`src/hw/rtl/gfcv_pkg.sv`:
```
`timescale 1ns / 1ps
// Shared types, codes and byte-step functions for the GNSS frame checksum validator.
// No dependencies; imported by gfcv_frame_tracker and the core top level.
package gfcv_pkg;

   localparam int unsigned DEF_MAX_FRAME_BYTES = 4096;

   localparam logic [7:0]  CH_DOLLAR   = 8'h24;
   localparam logic [7:0]  CH_HASH     = 8'h23;
   localparam logic [7:0]  CH_STAR     = 8'h2A;
   localparam logic [31:0] CRC32_POLY  = 32'hEDB88320;
   localparam logic [3:0]  DIGITS_NMEA = 4'd2;
   localparam logic [3:0]  DIGITS_HASH = 4'd8;
   localparam logic [11:0] BODY_SAT    = 12'hFFF;
   localparam int unsigned RSP_DATA_W  = 48;

   typedef enum logic [1:0] {
      ST_GOOD     = 2'd0,
      ST_BAD      = 2'd1,
      ST_STRUCT   = 2'd2,
      ST_OVERFLOW = 2'd3
   } status_type;

   typedef enum logic {
      FT_NMEA = 1'b0,
      FT_HASH = 1'b1
   } frame_kind_type;

   typedef enum logic [2:0] {
      MODE_IDLE = 3'b001,
      MODE_NMEA = 3'b010,
      MODE_HASH = 3'b100
   } frame_mode_type;

   typedef struct packed {
      logic           valid;
      status_type     status;
      frame_kind_type frame_type;
      logic [11:0]    body_bytes;
      logic [31:0]    computed_check;
   } result_type;

   // Reflected CRC-32 over one byte, bit by bit.
   function automatic logic [31:0] crc32_byte(input logic [31:0] crc, input logic [7:0] b);
      logic [31:0] c;
      c = crc ^ {24'b0, b};
      for (int i = 0; i < 8; i++) begin
         c = c[0] ? ((c >> 1) ^ CRC32_POLY) : (c >> 1);
      end
      return c;
   endfunction

   // Nibble value of an ASCII hex digit; bit 4 set marks a non-hex byte.
   function automatic logic [4:0] hex_value(input logic [7:0] b);
      logic [4:0] v;
      case (b) inside
         [8'h30:8'h39]: v = 5'(b - 8'h30);
         [8'h61:8'h66]: v = 5'(b - 8'h61 + 8'd10);
         [8'h41:8'h46]: v = 5'(b - 8'h41 + 8'd10);
         default:       v = 5'h10;
      endcase
      return v;
   endfunction

endpackage

```
`src/hw/rtl/gfcv_frame_tracker.sv`:
```
`timescale 1ns / 1ps
// Frame state, running XOR / CRC-32 and hex digit collection, one byte per step.
// Depends on gfcv_pkg.
module gfcv_frame_tracker #(
   parameter int unsigned MAX_FRAME_BYTES = gfcv_pkg::DEF_MAX_FRAME_BYTES
) (
   input  logic                 clock,
   input  logic                 reset,
   input  logic                 step_en,
   input  logic [7:0]           rx_byte,
   output gfcv_pkg::result_type result
);
   import gfcv_pkg::*;

   localparam int unsigned CountW = $clog2(MAX_FRAME_BYTES + 1);

   frame_mode_type    mode_ff, mode_in;
   logic [CountW-1:0] byte_count_ff, byte_count_in;
   logic [CountW-1:0] body_count_ff, body_count_in;
   logic [3:0]        digit_count_ff, digit_count_in;
   logic [7:0]        xor_acc_ff, xor_acc_in;
   logic [31:0]       crc_acc_ff, crc_acc_in;
   logic [31:0]       hex_acc_ff, hex_acc_in;

   logic        is_start;
   logic        emit;
   logic [4:0]  nib;
   logic [31:0] hex_shift;
   logic [31:0] check_cur;
   logic [3:0]  need;
   status_type  status;

   assign is_start  = (rx_byte == CH_DOLLAR) || (rx_byte == CH_HASH);
   assign nib       = hex_value(rx_byte);
   assign hex_shift = {hex_acc_ff[27:0], nib[3:0]};
   assign check_cur = (mode_ff == MODE_HASH) ? crc_acc_ff : {24'b0, xor_acc_ff};
   assign need      = (mode_ff == MODE_NMEA) ? DIGITS_NMEA : DIGITS_HASH;

   always_comb begin
      mode_in        = mode_ff;
      byte_count_in  = byte_count_ff;
      body_count_in  = body_count_ff;
      digit_count_in = digit_count_ff;
      xor_acc_in     = xor_acc_ff;
      crc_acc_in     = crc_acc_ff;
      hex_acc_in     = hex_acc_ff;
      emit           = 1'b0;
      status         = ST_GOOD;

      if (mode_ff == MODE_IDLE || (is_start && digit_count_ff == 4'd0)) begin
         // open a new frame, dropping any frame still before its asterisk
         if (is_start) begin
            mode_in        = (rx_byte == CH_DOLLAR) ? MODE_NMEA : MODE_HASH;
            byte_count_in  = CountW'(1);
            body_count_in  = '0;
            digit_count_in = 4'd0;
            xor_acc_in     = 8'd0;
            crc_acc_in     = 32'd0;
            hex_acc_in     = 32'd0;
         end
      end else if (32'(byte_count_ff) >= 32'(MAX_FRAME_BYTES)) begin
         emit   = 1'b1;
         status = ST_OVERFLOW;
      end else begin
         byte_count_in = byte_count_ff + CountW'(1);
         if (digit_count_ff == 4'd0) begin
            if (rx_byte == CH_STAR) begin
               digit_count_in = 4'd1;
            end else begin
               xor_acc_in    = xor_acc_ff ^ rx_byte;
               crc_acc_in    = crc32_byte(crc_acc_ff, rx_byte);
               body_count_in = body_count_ff + CountW'(1);
            end
         end else if (nib[4]) begin
            emit   = 1'b1;
            status = ST_STRUCT;
         end else begin
            hex_acc_in = hex_shift;
            if (digit_count_ff < need) begin
               digit_count_in = digit_count_ff + 4'd1;
            end else begin
               emit   = 1'b1;
               status = (hex_shift == check_cur) ? ST_GOOD : ST_BAD;
            end
         end
      end

      if (emit) begin
         mode_in        = MODE_IDLE;
         byte_count_in  = '0;
         body_count_in  = '0;
         digit_count_in = 4'd0;
         xor_acc_in     = 8'd0;
         crc_acc_in     = 32'd0;
         hex_acc_in     = 32'd0;
      end
   end

   always_comb begin
      result.valid          = step_en && emit;
      result.status         = status;
      result.frame_type     = (mode_ff == MODE_HASH) ? FT_HASH : FT_NMEA;
      result.body_bytes     = (32'(body_count_ff) > 32'(BODY_SAT)) ? BODY_SAT
                                                                   : 12'(body_count_ff);
      result.computed_check = check_cur;
   end

   always_ff @(posedge clock) begin
      if (reset) begin
         mode_ff        <= MODE_IDLE;
         byte_count_ff  <= '0;
         body_count_ff  <= '0;
         digit_count_ff <= 4'd0;
         xor_acc_ff     <= 8'd0;
         crc_acc_ff     <= 32'd0;
         hex_acc_ff     <= 32'd0;
      end else if (step_en) begin
         mode_ff        <= mode_in;
         byte_count_ff  <= byte_count_in;
         body_count_ff  <= body_count_in;
         digit_count_ff <= digit_count_in;
         xor_acc_ff     <= xor_acc_in;
         crc_acc_ff     <= crc_acc_in;
         hex_acc_ff     <= hex_acc_in;
      end
   end

   a_digit_bound: assert property (@(posedge clock) disable iff (reset)
      digit_count_ff <= DIGITS_HASH)
      else $error("digit count past eight");

   a_idle_clear: assert property (@(posedge clock) disable iff (reset)
      (mode_ff == MODE_IDLE) |-> (byte_count_ff == '0 && digit_count_ff == 4'd0))
      else $error("idle with frame counters set");

endmodule

```
`src/hw/rtl/gnss_frame_checksum_validator_core.sv`:
```
`timescale 1ns / 1ps
// Top level of the GNSS frame checksum validator: input byte register, frame tracker,
// result register. Depends on gfcv_pkg and gfcv_frame_tracker.
//
// Usage
//   req_*  : one received UART byte per transfer. Outside a frame every byte other
//            than '$' (NMEA, two hex digit XOR) or '#' (reflected CRC-32, eight
//            hex digits) is dropped.
//   rsp_*  : zero or one result per byte: good / bad checksum, bad structure
//            (non-hex byte after '*') or overflow (frame longer than
//            MAX_FRAME_BYTES). frame_type travels on rsp_tuser.
//   Order: an accepted byte is processed once the result register is free or
//            draining; a result it causes is registered and shown on rsp_tvalid.
//   Throughput: one byte per cycle unless a result waits on rsp_tready; the
//            byte step (unrolled CRC-32, hex compare) between registers is combinational.
//   Stall: while a result waits on rsp_tready the input register still takes one
//            byte; req_tready drops only when both registers are full.
//   Reset: synchronous, active high; clears both valid flags and returns the
//            tracker to idle with every accumulator zero.
module gnss_frame_checksum_validator_core #(
   parameter int unsigned MAX_FRAME_BYTES = gfcv_pkg::DEF_MAX_FRAME_BYTES
) (
   input  logic                              clock,
   input  logic                              reset,
   input  logic                              req_tvalid,
   output logic                              req_tready,
   input  logic [7:0]                        req_tdata,  // [7:0] rx_byte
   output logic                              rsp_tvalid,
   input  logic                              rsp_tready,
   // [1:0] status, [13:2] body_bytes, [45:14] computed_check, [47:46] zero
   output logic [gfcv_pkg::RSP_DATA_W-1:0]   rsp_tdata,
   output logic                              rsp_tuser   // [0] frame_type
);
   import gfcv_pkg::*;

   logic       in_valid_ff, in_valid_in;
   logic [7:0] in_byte_ff;
   logic       out_valid_ff, out_valid_in;
   result_type out_ff;
   result_type result;
   logic       advance;
   logic       req_take;

   // Process the held byte whenever the result register is free or draining.
   assign advance    = in_valid_ff && (!out_valid_ff || rsp_tready);
   assign req_tready = !in_valid_ff || advance;
   assign req_take   = req_tvalid && req_tready;

   assign in_valid_in  = req_take || (in_valid_ff && !advance);
   assign out_valid_in = result.valid || (out_valid_ff && !rsp_tready);

   gfcv_frame_tracker #(
      .MAX_FRAME_BYTES(MAX_FRAME_BYTES)
   ) u_tracker (
      .clock  (clock),
      .reset  (reset),
      .step_en(advance),
      .rx_byte(in_byte_ff),
      .result (result)
   );

   always_ff @(posedge clock) begin
      if (reset) begin
         in_valid_ff  <= 1'b0;
         out_valid_ff <= 1'b0;
      end else begin
         in_valid_ff  <= in_valid_in;
         out_valid_ff <= out_valid_in;
      end
   end

   // Payload registers: load on transfer only, no reset needed.
   always_ff @(posedge clock) begin
      if (req_take) begin
         in_byte_ff <= req_tdata;
      end
      if (result.valid) begin
         out_ff <= result;
      end
   end

   assign rsp_tvalid = out_valid_ff;
   assign rsp_tdata  = {2'b00, out_ff.computed_check, out_ff.body_bytes, out_ff.status};
   assign rsp_tuser  = out_ff.frame_type;

   a_ready_only_full: assert property (@(posedge clock) disable iff (reset)
      !req_tready |-> (in_valid_ff && out_valid_ff))
      else $error("input held off with a free stage");

   a_input_drains: assert property (@(posedge clock) disable iff (reset)
      (in_valid_ff && rsp_tready) |=> (!in_valid_ff || $past(req_tvalid)))
      else $error("held byte not processed while output drains");

   a_nmea_check_narrow: assert property (@(posedge clock) disable iff (reset)
      (rsp_tvalid && rsp_tuser == FT_NMEA) |-> (rsp_tdata[45:22] == 24'd0))
      else $error("NMEA check wider than eight bits");

endmodule
```
`config.mk`:
```
export PLATFORM = sky130hd
export DESIGN_NAME = gnss_frame_checksum_validator_core
export DESIGN_NICKNAME = d
export VERILOG_FILES = /design/src/hw/rtl/gfcv_pkg.sv /design/src/hw/rtl/gfcv_frame_tracker.sv /design/src/hw/rtl/gnss_frame_checksum_validator_core.sv
export SDC_FILE = /design/constraint.sdc
export NUM_CORES = 1
export LEC_CHECK = 0
export ABC_AREA = 1
export BUFFER_PORTS_ARGS = -buffer_cell sky130_fd_sc_hd__clkbuf_2
export CAP_MARGIN = 20
export CORE_AREA = 4 4 104 204
export CTS_CLUSTER_SIZE = 12
export DETAILED_ROUTE_END_ITERATION = 7
export DIE_AREA = 0 0 108 208
export GPL_TIMING_DRIVEN = 0
export PLACE_DENSITY = 0.59
export REMOVE_ABC_BUFFERS = 1
export SYNTH_ARGS = -nofsm -noshare
export SYNTH_HDL_FRONTEND = slang
export SYNTH_HIERARCHICAL = 1
export SYNTH_SLANG_ARGS = --single-unit
```
`constraint.sdc`:
```
create_clock -name clock -period 4.8 [get_ports clock]
set_clock_uncertainty 0.05 [all_clocks]
set_input_delay 0.24 -clock clock [delete_from_list [all_inputs] [get_ports clock]]
set_output_delay 0.24 -clock clock [all_outputs]
set_load 0.01 [all_outputs]
```
==> flow_summary.toml <==
[yosys]
synth_area_leader_cell = "dfxtp_1"
syn_area_um2 = 8730
dominantRegCellSynth = "dfxtp_1"
synth_seq_cells = 158
syn_inst = 1131
postSynthAreaPerCell_um2 = 7.72
yosys_warnings = 6
ys_seq_area_share_pct = 42.6
ys_top_cells_by_count = "254 x nand2_1, 150 x inv_1, 139 x nand3_1, 103 x dfxtp_1, 93 x a21oi_1"
synth_area_leaders = "dfxtp_1 24%, edfxtp_1 19%, nand2_1 11%"
synthArstFlopShare_pct = 0
ys_types = 45
synth_most_common_cell = "nand2_1"
synth_top_area_share_pct = 23.6
synth_edf_count = 55

[critical_path]
path_buf_inv = 2
crit_type = "reg2reg"
path_max_fanout = 30
worst_r2r_path_depth = 8
cp.required_ns = 4.89
critical_path_depth = 8
critPathLaunchType = "flop"
critPathTopFamily = "simple AND/OR/NAND/NOR gates"
path_cells = "inv_1, ha_1, nand3_1, nand2_1, a31oi_4, nand2_1, nor2_4, buf_12"
path_common_cell = "nand2_1"
slowest_delay_ns = 0.69
reg2reg_slack_ns = 0.96
cp_slowest_cell = "a31oi_4"
crit_arrival_ns = 3.93
endpoint_kind = "flop"

[placement]
dp_hpwl_um = 16500
dpl_worst_slack_ns = 0.944
place_congestion = 0.866
io_buffers = 60

[sta]
maxClockFrequency_mhz = 261
rsz0062_at_grt = "no"
min_period_ns = 3.84
fin_tns_setup_ns = 0
drv_slew = 0
setup_violations = 0
holdWs_ns = 0.0358
slew_headroom_pct = 45.4
hold_viol_final = 0
period_share_pct = 80.0
tightest_slew_ns = 0.819
setup_slack_ns = 0.962

[drt]
drc = 0
drt_first_pass_iters = 5
wl_um = 23300
drt_first_iter_violations = 342
wl_per_cell_um = 16.1
routed_via_density = 5.25
via_count = 7594
ant_nets = 0

[final_layout]
area_growth_pct = 13.4
layout-drive-gt1-share_pct = 12.2
layout.nets = 1193
fin_util_pct = 49.9
diodes = 0

[power_and_ir_drop]
p_per_area_nw_per_um2 = 299
max-vdd-ir-drop_mv = 0.230
p_leak_uw = 0.00417

[die]
initial_core_util_pct = 44.0
rows = 73
dieWidth_um = 108
die-area_um2 = 22500
coreArea_um2 = 19800
die_y_um = 208
ios = 63

[flow_run]
maxCapViolations = 0

[cts]
cts_buffers = 17
clk_root_buffer_cell = "clkbuf_16"
cts.sinks = 158
clock_latency_ns = 0.45
postCtsSetupRepairBufs = 0
ctsHtreeMaxLevel = 4
ctsResizeCount = 0
ctsHoldBuffers = 9
path_clk_slew_ns = 0.06
cts_tree = "built"
clock_path_buffers = 2

[global_route]
antenna_found_initial = 0
grt_pass1_vias = 7352
overflow = 0
grt_usage_pct = 21.5
grt_max_degree = 75
grt_pass1_wl_um = 37300

[min_path]
min_path_type = "in2reg"
worstHoldPathCells = 4

[run_status]
status = "complete, no violations"
==> worst reg2reg max path: stages, from the launching register on <==
cell	delay, ns
edfxtp_1	0.56
inv_1	0.15
ha_1	0.28
nand3_1	0.10
nand2_1	0.11
a31oi_4	0.69
nand2_1	0.60
nor2_4	0.69
buf_12	0.29
==> worst paths after layout <==
check | from | end
max | in_byte_ff[0] | rsp_tdata[13]
min reg2reg | u_tracker/byte_count_ff[9] | u_tracker/byte_count_ff[9]
min | rsp_tready | in_valid_ff
max reg2reg | in_byte_ff[0] | rsp_tdata[13]
==> cells by family after synthesis <==
family / count (synthesis) / share of synthesized area [%]
fa+ha+maj: 10 / 1.43
compound gates: 123 / 7.69
flops: 158 / 42.6
simple gates: 544 / 29.3
xor+xnor: 82 / 8.62
buf+inv: 213 / 10.3
other cells: 1 / 0.0430
==> power by group <==
group	internal (uW)	switching, uW
Sequential	1380	15.0
Clock	719	592
Combinational	89.7	158
Total	2190	766
==> state kept, by name (all words and copies together), names as in the netlist <==
| register | flops |
|---|---|
| u_tracker/mode_ff | 3 |
| u_tracker/hex_acc_ff | 28 |
| in_byte_ff | 8 |
| u_tracker/body_count_ff | 13 |
| rsp_tvalid | 1 |
| rsp_tdata | 46 |
| in_valid_ff | 1 |
| u_tracker/xor_acc_ff | 8 |
| u_tracker/crc_acc_ff | 32 |
| u_tracker/byte_count_ff | 13 |
| rsp_tuser | 1 |
| u_tracker/digit_count_ff | 4 |
==> cell type report <==
cell class | count | area, um^2
repair buffers | 77 | 571
fillers | 1984 | 9920
multi-input cells | 761 | 4130
clock buffers | 17 | 425
well taps | 262 | 328
flip-flops and latches | 158 | 3710
clock inverters | 15 | 138
inverters | 156 | 591
==> routing by layer <==
layer | up-vias | global-route usage, % | wire length (um)
met1 | 3536 | 21.6 | 8300
met2 | 194 | 39.8 | 12900
met5 | - | 0 | 0
met3 | 66 | 3.79 | 866
li1 | 3798 | - | -
met4 | 0 | 13.2 | 1280
==> per-stage QoR <==
stage | area, um^2 | cells | power, uW
after floorplan | 8420 | 1075 | 1600
after global placement | 9050 | 1397 | 1660
after detailed placement | 9240 | 1404 | 1670
after CTS | 9890 | 1445 | 2990
after global routing | 9900 | 1446 | 3070
final | 9900 | 1446 | 2960
==> placed cells by master (no fill, tap or decap), drive strengths merged <==
master	instances
o21a	1
nand3	141
nor2	46
o311ai	4
nand2	270
clkbuf	78
buf	7
or2	5
xor2	57
edfxtp	55
o21ai	18
o32ai	1
a21boi	2
dlygate4sd3	9
nand4	62
a31oi	2
nor3b	5
xnor2	25
nor3	14
clkinvlp	2
ha	10
nand3b	1
dfxtp	103
a211oi	1
inv	161
conb	2
a21oi	94
bufinv	1
clkinv	7
No activity file was read; power rests on OpenSTA's default activity.
